## config.mk

```make
export PLATFORM = sky130hd
export DESIGN_NAME = bmp24_stream_decoder
export DESIGN_NICKNAME = d
export VERILOG_FILES = /design/src/sv/bmpd_pkg.sv /design/src/sv/bmpd_regs.sv /design/src/sv/bmpd_core.sv /design/src/sv/bmpd_outbuf.sv /design/src/sv/bmp24_stream_decoder.sv
export SDC_FILE = /design/constraint.sdc
export NUM_CORES = 2
export LEC_CHECK = 0
export ABC_AREA = 1
export BUFFER_PORTS_ARGS = -buffer_cell sky130_fd_sc_hd__clkbuf_2
export CELL_PAD_IN_SITES_DETAIL_PLACEMENT = 0
export CELL_PAD_IN_SITES_GLOBAL_PLACEMENT = 1
export CORE_ASPECT_RATIO = 2
export CORE_UTILIZATION = 34
export CTS_CLUSTER_DIAMETER = 100
export DETAILED_ROUTE_END_ITERATION = 6
export PLACE_DENSITY = 0.65
export SYNTH_ARGS = -nofsm -noshare
export SYNTH_HDL_FRONTEND = slang
export SYNTH_SLANG_ARGS = --single-unit
```

## constraint.sdc

```tcl
create_clock -name clk -period 6.1 [get_ports clk]
set_input_delay 0.61 -clock clk [delete_from_list [all_inputs] [get_ports clk]]
set_output_delay 0.61 -clock clk [all_outputs]
set_load 0.01 [all_outputs]
```

## src/sv/bmpd_pkg.sv

```systemverilog
// bmpd_pkg: types and fixed constants shared by the BMP 24-bit stream decoder.
// No dependencies; imported by every decoder module.
package bmpd_pkg;

	localparam int unsigned IDX_W   = 24;
	localparam int unsigned COLOR_W = 8;
	localparam int unsigned STAT_W  = 3;
	localparam int unsigned DIMO_W  = 13;
	localparam int unsigned ADDR_W  = 3;

	typedef enum logic [1:0] {
		PH_HEADER,
		PH_SKIP,
		PH_PIXELS,
		PH_DONE
	} phase_t;

	localparam logic [STAT_W-1:0] ST_OK      = 3'd0;
	localparam logic [STAT_W-1:0] ST_SIZE    = 3'd1;
	localparam logic [STAT_W-1:0] ST_MAGIC   = 3'd2;
	localparam logic [STAT_W-1:0] ST_UNSUP   = 3'd3;
	localparam logic [STAT_W-1:0] ST_INVALID = 3'd4;

	// header byte positions: the first byte, and where a field's last byte arrives
	localparam logic [31:0] POS_FIRST    = 32'd0;
	localparam logic [31:0] POS_MAGIC    = 32'd1;
	localparam logic [31:0] POS_OFFSET   = 32'd13;
	localparam logic [31:0] POS_INFOSZ   = 32'd17;
	localparam logic [31:0] POS_WIDTH    = 32'd21;
	localparam logic [31:0] POS_HEIGHT   = 32'd25;
	localparam logic [31:0] POS_PLANES   = 32'd27;
	localparam logic [31:0] POS_BITS     = 32'd29;
	localparam logic [31:0] POS_COMPRESS = 32'd33;
	localparam logic [31:0] POS_HDR_END  = 32'd53;

	localparam logic [15:0] BMP_MAGIC     = 16'h4D42;
	localparam logic [31:0] FILE_HDR_LEN  = 32'd14;
	localparam logic [31:0] HDR_LEN       = 32'd54;
	localparam logic [31:0] INFO_HDR_LEN  = 32'd40;
	localparam logic [15:0] PLANES_OK     = 16'd1;
	localparam logic [15:0] BPP_OK        = 16'd24;

	localparam logic [ADDR_W-3:0] REG_FILE_LENGTH = 1'b0;

	typedef struct packed {
		logic [IDX_W-1:0]   pixel_index;
		logic [COLOR_W-1:0] blue;
		logic [COLOR_W-1:0] green;
		logic [COLOR_W-1:0] red;
		logic               pixel_valid;
		logic [STAT_W-1:0]  status;
		logic               done_res;
		logic [DIMO_W-1:0]  image_width;
		logic [DIMO_W-1:0]  image_height;
	} result_t;

endpackage

```

## src/sv/bmpd_regs.sv

```systemverilog
// bmpd_regs: APB-style register port holding the file length.
// Depends on bmpd_pkg.
module bmpd_regs (
	input  logic                        clk,
	input  logic                        arst_n,
	input  logic                        psel,
	input  logic                        penable,
	input  logic                        pwrite,
	input  logic [bmpd_pkg::ADDR_W-1:0] paddr,
	input  logic [31:0]                 pwdata,
	output logic [31:0]                 prdata,
	output logic                        pready,
	output logic [31:0]                 file_length
);
	import bmpd_pkg::*;

	logic [31:0]       file_length_q;
	logic [ADDR_W-3:0] reg_sel;
	logic              wr_en;

	assign reg_sel = paddr[ADDR_W-1:2];
	assign pready  = 1'b1;
	assign wr_en   = psel && penable && pwrite && pready && (reg_sel == REG_FILE_LENGTH);

	always_ff @(posedge clk or negedge arst_n) begin
		if (!arst_n) begin
			file_length_q <= '0;
		end else if (wr_en) begin
			file_length_q <= pwdata;
		end
	end

	assign prdata      = (reg_sel == REG_FILE_LENGTH) ? file_length_q : '0;
	assign file_length = file_length_q;

endmodule

```

## src/sv/bmpd_core.sv

```systemverilog
// bmpd_core: header parser, checks, padding skip and pixel assembly.
// One accepted byte is handled per cycle. Depends on bmpd_pkg.
module bmpd_core #(
	parameter int unsigned MAX_WIDTH  = 4096,
	parameter int unsigned MAX_HEIGHT = 4096
) (
	input  logic                clk,
	input  logic                arst_n,
	input  logic                accept,
	input  logic [7:0]          data_byte,
	input  logic [31:0]         file_length,
	output logic                res_valid,
	output bmpd_pkg::result_t   res
);
	import bmpd_pkg::*;

	localparam int unsigned WW = $clog2(MAX_WIDTH + 1);
	localparam int unsigned HW = $clog2(MAX_HEIGHT + 1);
	localparam int unsigned SW = WW + 2;
	localparam int unsigned PW = SW + HW;
	localparam int unsigned BW = WW + HW;
	localparam int unsigned TW = ((PW > 32) ? PW : 32) + 1;

	phase_t             phase_q, phase_n;
	logic [31:0]        pos_q, pos_n;
	logic [31:0]        shift_q, shift_n;
	logic [31:0]        offset_q, offset_n;
	logic [31:0]        raw_w_q, raw_w_n;
	logic [31:0]        raw_h_q, raw_h_n;
	logic               magic_bad_q, magic_bad_n;
	logic               info_bad_q, info_bad_n;
	logic               planes_bad_q, planes_bad_n;
	logic               bits_bad_q, bits_bad_n;
	logic               comp_bad_q, comp_bad_n;
	logic [WW-1:0]      col_q, col_n;
	logic [HW-1:0]      row_q, row_n;
	logic [SW-1:0]      bir_q, bir_n;
	logic [1:0]         sel_q, sel_n;
	logic [COLOR_W-1:0] blue_q, blue_n;
	logic [COLOR_W-1:0] green_q, green_n;
	logic [IDX_W-1:0]   row_base_q, row_base_n;

	// size terms, recomputed every cycle from the latched header fields;
	// they settle long before the end of the info header
	logic [WW-1:0]      w_c;
	logic [HW-1:0]      h_c;
	logic [SW-1:0]      stride_q, w3_q;
	logic [PW-1:0]      prod_q;
	logic [IDX_W-1:0]   base_q;
	logic [BW-1:0]      base_full_c;
	logic [TW-1:0]      total_c;
	logic [HW-1:0]      hm1_c;
	logic [SW-1:0]      w3_c;

	logic [2:0]         info_st_c;
	logic               in_row_c, pix_c, row_end_c, last_c;
	logic [IDX_W-1:0]   idx_c;
	logic [31:0]        w32_c, h32_c;

	assign w_c   = raw_w_q[WW-1:0];
	assign h_c   = raw_h_q[HW-1:0];
	assign hm1_c = h_c - HW'(1);
	assign w3_c  = SW'({w_c, 1'b0}) + SW'(w_c);
	assign base_full_c = BW'(hm1_c) * BW'(w_c);

	always_ff @(posedge clk or negedge arst_n) begin
		if (!arst_n) begin
			stride_q <= '0;
			w3_q     <= '0;
			prod_q   <= '0;
			base_q   <= '0;
		end else begin
			w3_q     <= w3_c;
			stride_q <= (w3_c + SW'(3)) & ~SW'(3);
			prod_q   <= PW'(stride_q) * PW'(h_c);
			base_q   <= IDX_W'(base_full_c);
		end
	end

	assign total_c = TW'(offset_q) + TW'(prod_q);

	always_comb begin
		if (info_bad_q || planes_bad_q || bits_bad_q || comp_bad_q) begin
			info_st_c = ST_UNSUP;
		end else if (raw_w_q == '0 || raw_w_q[31] || raw_h_q == '0 || raw_h_q[31]) begin
			info_st_c = ST_INVALID;
		end else if (raw_w_q > 32'(MAX_WIDTH) || raw_h_q > 32'(MAX_HEIGHT)) begin
			info_st_c = ST_UNSUP;
		end else if (total_c > TW'(file_length)) begin
			info_st_c = ST_SIZE;
		end else begin
			info_st_c = ST_OK;
		end
	end

	assign in_row_c  = bir_q < w3_q;
	assign pix_c     = in_row_c && (sel_q == 2'd2);
	assign row_end_c = (bir_q + SW'(1)) == stride_q;
	assign last_c    = row_end_c && ((row_q + HW'(1)) == h_c);
	assign idx_c     = row_base_q + IDX_W'(col_q);
	assign w32_c     = 32'(w_c);
	assign h32_c     = 32'(h_c);

	always_comb begin
		phase_n      = phase_q;
		pos_n        = pos_q;
		shift_n      = shift_q;
		offset_n     = offset_q;
		raw_w_n      = raw_w_q;
		raw_h_n      = raw_h_q;
		magic_bad_n  = magic_bad_q;
		info_bad_n   = info_bad_q;
		planes_bad_n = planes_bad_q;
		bits_bad_n   = bits_bad_q;
		comp_bad_n   = comp_bad_q;
		col_n        = col_q;
		row_n        = row_q;
		bir_n        = bir_q;
		sel_n        = sel_q;
		blue_n       = blue_q;
		green_n      = green_q;
		row_base_n   = row_base_q;
		res_valid    = 1'b0;
		res          = '0;

		if (accept) begin
			case (phase_q)
				PH_HEADER: begin
					shift_n = {data_byte, shift_q[31:8]};
					pos_n   = pos_q + 32'd1;
					case (pos_q)
						POS_MAGIC:    magic_bad_n  = shift_n[31:16] != BMP_MAGIC;
						POS_OFFSET:   offset_n     = shift_n;
						POS_INFOSZ:   info_bad_n   = shift_n != INFO_HDR_LEN;
						POS_WIDTH:    raw_w_n      = shift_n;
						POS_HEIGHT:   raw_h_n      = shift_n;
						POS_PLANES:   planes_bad_n = shift_n[31:16] != PLANES_OK;
						POS_BITS:     bits_bad_n   = shift_n[31:16] != BPP_OK;
						POS_COMPRESS: comp_bad_n   = shift_n != '0;
						default:      ;
					endcase
					if (pos_q == POS_FIRST && file_length < FILE_HDR_LEN) begin
						res_valid = 1'b1;
						res.status = ST_SIZE;
					end else if (pos_q == POS_OFFSET) begin
						res_valid = 1'b1;
						if (magic_bad_q) begin
							res.status = ST_MAGIC;
						end else if (shift_n > file_length || file_length < HDR_LEN) begin
							res.status = ST_SIZE;
						end else if (shift_n < HDR_LEN) begin
							res.status = ST_INVALID;
						end else begin
							res_valid = 1'b0;
						end
					end else if (pos_q == POS_HDR_END) begin
						if (info_st_c != ST_OK) begin
							res_valid  = 1'b1;
							res.status = info_st_c;
						end else begin
							col_n      = '0;
							row_n      = '0;
							bir_n      = '0;
							sel_n      = '0;
							row_base_n = base_q;
							phase_n    = (pos_n == offset_q) ? PH_PIXELS : PH_SKIP;
						end
					end
					if (res_valid) begin
						res.done_res = 1'b1;
						phase_n      = PH_DONE;
					end
				end
				PH_SKIP: begin
					pos_n = pos_q + 32'd1;
					if (pos_n == offset_q) begin
						phase_n = PH_PIXELS;
					end
				end
				PH_PIXELS: begin
					if (in_row_c) begin
						case (sel_q)
							2'd0: begin
								blue_n = data_byte;
								sel_n  = 2'd1;
							end
							2'd1: begin
								green_n = data_byte;
								sel_n   = 2'd2;
							end
							default: begin
								sel_n = 2'd0;
								col_n = col_q + WW'(1);
							end
						endcase
					end
					bir_n = bir_q + SW'(1);
					if (pix_c) begin
						res_valid         = 1'b1;
						res.pixel_index   = idx_c;
						res.blue          = blue_q;
						res.green         = green_q;
						res.red           = data_byte;
						res.pixel_valid   = 1'b1;
					end
					if (row_end_c) begin
						bir_n      = '0;
						col_n      = '0;
						sel_n      = '0;
						row_n      = row_q + HW'(1);
						row_base_n = row_base_q - IDX_W'(w_c);
						if (last_c) begin
							phase_n          = PH_DONE;
							res_valid        = 1'b1;
							res.done_res     = 1'b1;
							res.image_width  = w32_c[DIMO_W-1:0];
							res.image_height = h32_c[DIMO_W-1:0];
						end
					end
				end
				default: ;
			endcase
		end
	end

	always_ff @(posedge clk or negedge arst_n) begin
		if (!arst_n) begin
			phase_q      <= PH_HEADER;
			pos_q        <= '0;
			shift_q      <= '0;
			offset_q     <= '0;
			raw_w_q      <= '0;
			raw_h_q      <= '0;
			magic_bad_q  <= 1'b0;
			info_bad_q   <= 1'b0;
			planes_bad_q <= 1'b0;
			bits_bad_q   <= 1'b0;
			comp_bad_q   <= 1'b0;
			col_q        <= '0;
			row_q        <= '0;
			bir_q        <= '0;
			sel_q        <= '0;
			blue_q       <= '0;
			green_q      <= '0;
			row_base_q   <= '0;
		end else begin
			phase_q      <= phase_n;
			pos_q        <= pos_n;
			shift_q      <= shift_n;
			offset_q     <= offset_n;
			raw_w_q      <= raw_w_n;
			raw_h_q      <= raw_h_n;
			magic_bad_q  <= magic_bad_n;
			info_bad_q   <= info_bad_n;
			planes_bad_q <= planes_bad_n;
			bits_bad_q   <= bits_bad_n;
			comp_bad_q   <= comp_bad_n;
			col_q        <= col_n;
			row_q        <= row_n;
			bir_q        <= bir_n;
			sel_q        <= sel_n;
			blue_q       <= blue_n;
			green_q      <= green_n;
			row_base_q   <= row_base_n;
		end
	end

endmodule

```

## src/sv/bmpd_outbuf.sv

```systemverilog
// bmpd_outbuf: result register plus one skid entry, so a stalled output
// word does not block the byte accepted in the same cycle. Depends on bmpd_pkg.
module bmpd_outbuf (
	input  logic              clk,
	input  logic              arst_n,
	input  logic              res_valid,
	input  bmpd_pkg::result_t res,
	output logic              in_stall,
	output logic              out_valid,
	input  logic              out_stall,
	output bmpd_pkg::result_t out_res
);
	import bmpd_pkg::*;

	logic    out_valid_q, skid_valid_q;
	result_t out_q, skid_q;
	logic    out_take;

	assign out_take = out_valid_q && !out_stall;

	always_ff @(posedge clk or negedge arst_n) begin
		if (!arst_n) begin
			out_valid_q  <= 1'b0;
			skid_valid_q <= 1'b0;
		end else if (skid_valid_q) begin
			if (out_take) begin
				skid_valid_q <= 1'b0;
			end
		end else if (res_valid) begin
			if (out_valid_q && !out_take) begin
				skid_valid_q <= 1'b1;
			end else begin
				out_valid_q <= 1'b1;
			end
		end else if (out_take) begin
			out_valid_q <= 1'b0;
		end
	end

	always_ff @(posedge clk) begin
		if (skid_valid_q) begin
			if (out_take) begin
				out_q <= skid_q;
			end
		end else if (res_valid) begin
			if (out_valid_q && !out_take) begin
				skid_q <= res;
			end else begin
				out_q <= res;
			end
		end
	end

	assign in_stall  = skid_valid_q;
	assign out_valid = out_valid_q;
	assign out_res   = out_q;

endmodule

```

## src/sv/bmp24_stream_decoder.sv

```systemverilog
// bmp24_stream_decoder: one byte per cycle while in_stall is low; the result word
// of a byte is registered in the output register or, if that is held, the skid entry.
// in_stall rises only when the output word and its skid entry are both held.
// Reset (arst_n low, asynchronous) returns the parser to the header phase,
// clears all counters and sets file_length to 0; there is no clearing pass.
// Depends on bmpd_pkg, bmpd_regs, bmpd_core, bmpd_outbuf.
module bmp24_stream_decoder #(
	parameter int unsigned MAX_WIDTH  = 4096,
	parameter int unsigned MAX_HEIGHT = 4096
) (
	input  logic                        clk,
	input  logic                        arst_n,
	input  logic                        psel,
	input  logic                        penable,
	input  logic                        pwrite,
	input  logic [bmpd_pkg::ADDR_W-1:0] paddr,
	input  logic [31:0]                 pwdata,
	output logic [31:0]                 prdata,
	output logic                        pready,
	input  logic                        in_valid,
	output logic                        in_stall,
	input  logic [7:0]                  data_byte,
	output logic                        out_valid,
	input  logic                        out_stall,
	output logic [23:0]                 pixel_index,
	output logic [7:0]                  blue,
	output logic [7:0]                  green,
	output logic [7:0]                  red,
	output logic                        pixel_valid,
	output logic [2:0]                  status,
	output logic                        done_res,
	output logic [12:0]                 image_width,
	output logic [12:0]                 image_height
);
	import bmpd_pkg::*;

	logic [31:0] file_length;
	logic        accept;
	logic        res_valid;
	result_t     res;
	result_t     out_res;

	assign accept = in_valid && !in_stall;

	bmpd_regs u_regs (
		.clk         (clk),
		.arst_n      (arst_n),
		.psel        (psel),
		.penable     (penable),
		.pwrite      (pwrite),
		.paddr       (paddr),
		.pwdata      (pwdata),
		.prdata      (prdata),
		.pready      (pready),
		.file_length (file_length)
	);

	bmpd_core #(
		.MAX_WIDTH  (MAX_WIDTH),
		.MAX_HEIGHT (MAX_HEIGHT)
	) u_core (
		.clk         (clk),
		.arst_n      (arst_n),
		.accept      (accept),
		.data_byte   (data_byte),
		.file_length (file_length),
		.res_valid   (res_valid),
		.res         (res)
	);

	bmpd_outbuf u_outbuf (
		.clk       (clk),
		.arst_n    (arst_n),
		.res_valid (res_valid),
		.res       (res),
		.in_stall  (in_stall),
		.out_valid (out_valid),
		.out_stall (out_stall),
		.out_res   (out_res)
	);

	assign pixel_index  = out_res.pixel_index;
	assign blue         = out_res.blue;
	assign green        = out_res.green;
	assign red          = out_res.red;
	assign pixel_valid  = out_res.pixel_valid;
	assign status       = out_res.status;
	assign done_res     = out_res.done_res;
	assign image_width  = out_res.image_width;
	assign image_height = out_res.image_height;

endmodule

```

==> impl_metrics.ini <==
[worst_setup_path]
arrival_ps = 6400
start_kind = flop
endpoint = u_core.base_q[23]
required_ps = 6590
reg2reg_from = u_core.raw_h_q[1]
cpPeakStageDelay_ps = 560
critPathCaptureType = flop
path_max_fanout = 4
crit_start = u_core.raw_h_q[1]
r2r_setup_slack_ps = 190
worstSetupPathType = flop to flop
path_common_cell = fa_1
timing.rr.end = u_core.base_q[23]
worstRegToRegCells = 31
cpMaxStageDelayCell = fa_1

[sta]
max_slew_margin_pct = 21.5
hold_viol = 0
skew_ps = 53.5
rsz0062_at_grt = true
finalCritPeriodShare_pct = 96.9
fin_crit_ps = 5910
fmax_mhz = 169
timing.final.ws_setup_ps = 191
final_max_slew_viol_count = 0
tightest_slew_ps = 1170
setup-violations-final = 0
hold_ws_ps = 198

[drt]
wl_mm = 136
drtIter0Drc = 1908
post_drt_via_cell_ratio = 4.89
vias = 32100
ant_nets = 0
firstDrtPassIters = 5
wl_per_cell_um = 20.7
drc = 0

[cells_and_area]
drive_gt1_share_pct = 11.8
register_area_um2 = 13600
fillers = 11800
final_cell_mix = nand2_1, inv_1, nor2_1
multi_input_area_um2 = 22100
layout_commonest_cell = nand2_1
syn2layout_area_growth_pct = 15.7
final_nets = 5611

[floorplanning]
die_h_um = 481
ioPinCount = 164
die_area_um2 = 116000
die_x_um = 241
fp.coreArea_um2 = 114000
rows = 175
start_util_pct = 34.3

[yosys]
ys_seq_elements = 512
syn-cell-area_um2 = 39000
ys_seq_area_share_pct = 34.9
synth_top_cells_by_area = dfrtp_1, fa_1, edfxtp_1, nand2_1, ha_1
syn_nets = 5325
synth_cell_types = 58
synth_top_area_cell = dfrtp_1
synthDominantCellAreaShare_pct = 22.7
synth_edf_count = 158
avgSynthCellArea_um2 = 8.24
syn-instance-count = 4734
ys.flop_type = dfrtp_1
async_flop_share_pct = 69.1
yosysWarnings = 0

[global_routing]
grt_overflow_total = 0
grt_pass1_wl_mm = 202
grt_max_degree = 159
antenna_found_initial = 2
grt_pass1_vias = 33200
grtUsageTotal_pct = 23.7

[clock_tree]
cts_tree = built
cts_buffers = 52
clk_latency_ps = 670
clk_pin_slew_ps = 70
cts_buffer_depth = 3
cts.sinks = 512
cts-root-buf = clkbuf_16
cts_max_level = 2

[placed_design]
gp_congestion = 0.934
dp_hpwl_mm = 110
dp_slack_ps = -208
io_buffers = 160

[power]
power.density_nw_per_um2 = 177
ir_worst_vdd_uv = 196
p_leak_nw = 22.4

[min_path]
hp-class = input port to flop
whs_path_depth = 3

[job]
maxCapViolCount = 0

[run_status]
status = completed
==> worst max-delay path, delay by kind of cell, from the launching register on <==
kind / cells / cell delay (ps)
adder cells (fa/ha/maj): 6 / 2810
flip-flops: 1 / 390
XOR/XNOR: 1 / 170
AND/OR/NAND/NOR: 15 / 1660
AO/OA/AOI/OAI: 1 / 70
buffers and inverters: 8 / 630
==> what timing repair did <==
item	4_1_cts	5_1_grt
setup endpoints to repair	11	227
buffers inserted	0	9
endpoints found under the hold margin	54	0
cloned	0	0
gates resized for setup	9	93
pin swaps	0	50
hold buffers	1	0
==> kinds of logic after synthesis <==
logic type	count (synthesis)	synth area share [%]
flip-flops	512	34.9
XOR/XNOR	203	4.60
other	1	0.00962
AO/OA/AOI/OAI	617	8.45
multiplexers	5	0.128
buffers and inverters	952	9.36
adder cells (fa/ha/maj)	541	22.1
AND/OR/NAND/NOR	1903	20.5
==> routing by layer <==
layer / vias up / share of wire [%] / global-route usage, %
met5: - / 0 / 0
met2: 676 / 55 / 45.8
met1: 15600 / 34 / 22.8
met3: 299 / 2.6 / 2.08
li1: 15600 / - / -
met4: 0 / 8.4 / 17.3
==> power by group <==
group          switching (mW)  internal (mW)
sequential              0.103           3.60
clock                    1.54           2.03
combinational           0.513          0.203
total                    2.16           5.83
==> layout make-up <==
type	count	share of cell area (%)
Clock inverter	39	1.14
Clock buffer	58	2.98
Multi-Input combinational cell	3270	49.1
Sequential cell	512	30.1
Timing Repair Buffer	381	5.80
Inverter	803	6.70
Tap cell	1504	4.17
Antenna cell	2	0.0111
==> how the worst min path moves through the flow <==
stage                       from                     end  slack (ps)
3_3_place_gp   u_core.green_q[7]       u_core.green_q[7]         470
2_1_floorplan             arst_n        u_core.base_q[0]         310
5_1_grt               pwdata[23]  u_regs.file_length[23]         210
3_5_place_dp   u_core.green_q[0]       u_core.green_q[0]         470
4_1_cts               pwdata[23]  u_regs.file_length[23]         160
6_report              pwdata[13]  u_regs.file_length[13]         200
==> synth_stat cells (23+ instances only) <==
library cell,count
xor2_1,138
dfrtp_1,354
nor3_1,64
nand2_1,1077
a21oi_1,224
nand4_1,72
inv_1,795
fa_1,245
nor4_1,32
nor2_1,446
edfxtp_1,158
buf_2,23
xnor2_1,63
clkbuf_1,105
nand3_1,153
o21ai_0,294
ha_1,296
==> state kept, by name (all words and copies together), names as in the netlist, 2 cells and up <==
| name | cells |
|---|---|
| u_outbuf.out_res | 79 |
| u_outbuf.skid_q | 79 |
| u_core.offset_q | 32 |
| u_core.pos_q | 32 |
| u_core.raw_h_q | 32 |
| u_core.raw_w_q | 32 |
| u_regs.file_length | 32 |
| u_core.prod_q | 26 |
| u_core.base_q | 24 |
| u_core.row_base_q | 24 |
| u_core.shift_q | 24 |
| u_core.bir_q | 15 |
| u_core.w3_q | 15 |
| u_core.col_q | 13 |
| u_core.row_q | 13 |
| u_core.stride_q | 13 |
| u_core.blue_q | 8 |
| u_core.green_q | 8 |
| u_core.phase_q | 2 |
| u_core.sel_q | 2 |
==> stage by stage <==
stage / util, % / instance area [µm²] / total power [mW] / instances / setup TNS (ps)
floorplan: - / 39000 / 4.12 / 4734 / 0
global placement: 37.7 / 42800 / 4.48 / 6460 / -547
detailed placement: 37.7 / 42800 / 4.48 / 6460 / -679
CTS: 39.3 / 44700 / 8.09 / 6558 / 0
global route: 39.7 / 45100 / 8.27 / 6569 / -272
finish: 39.7 / 45100 / 7.99 / 6569 / 0
(Power assumes the default switching activity.)
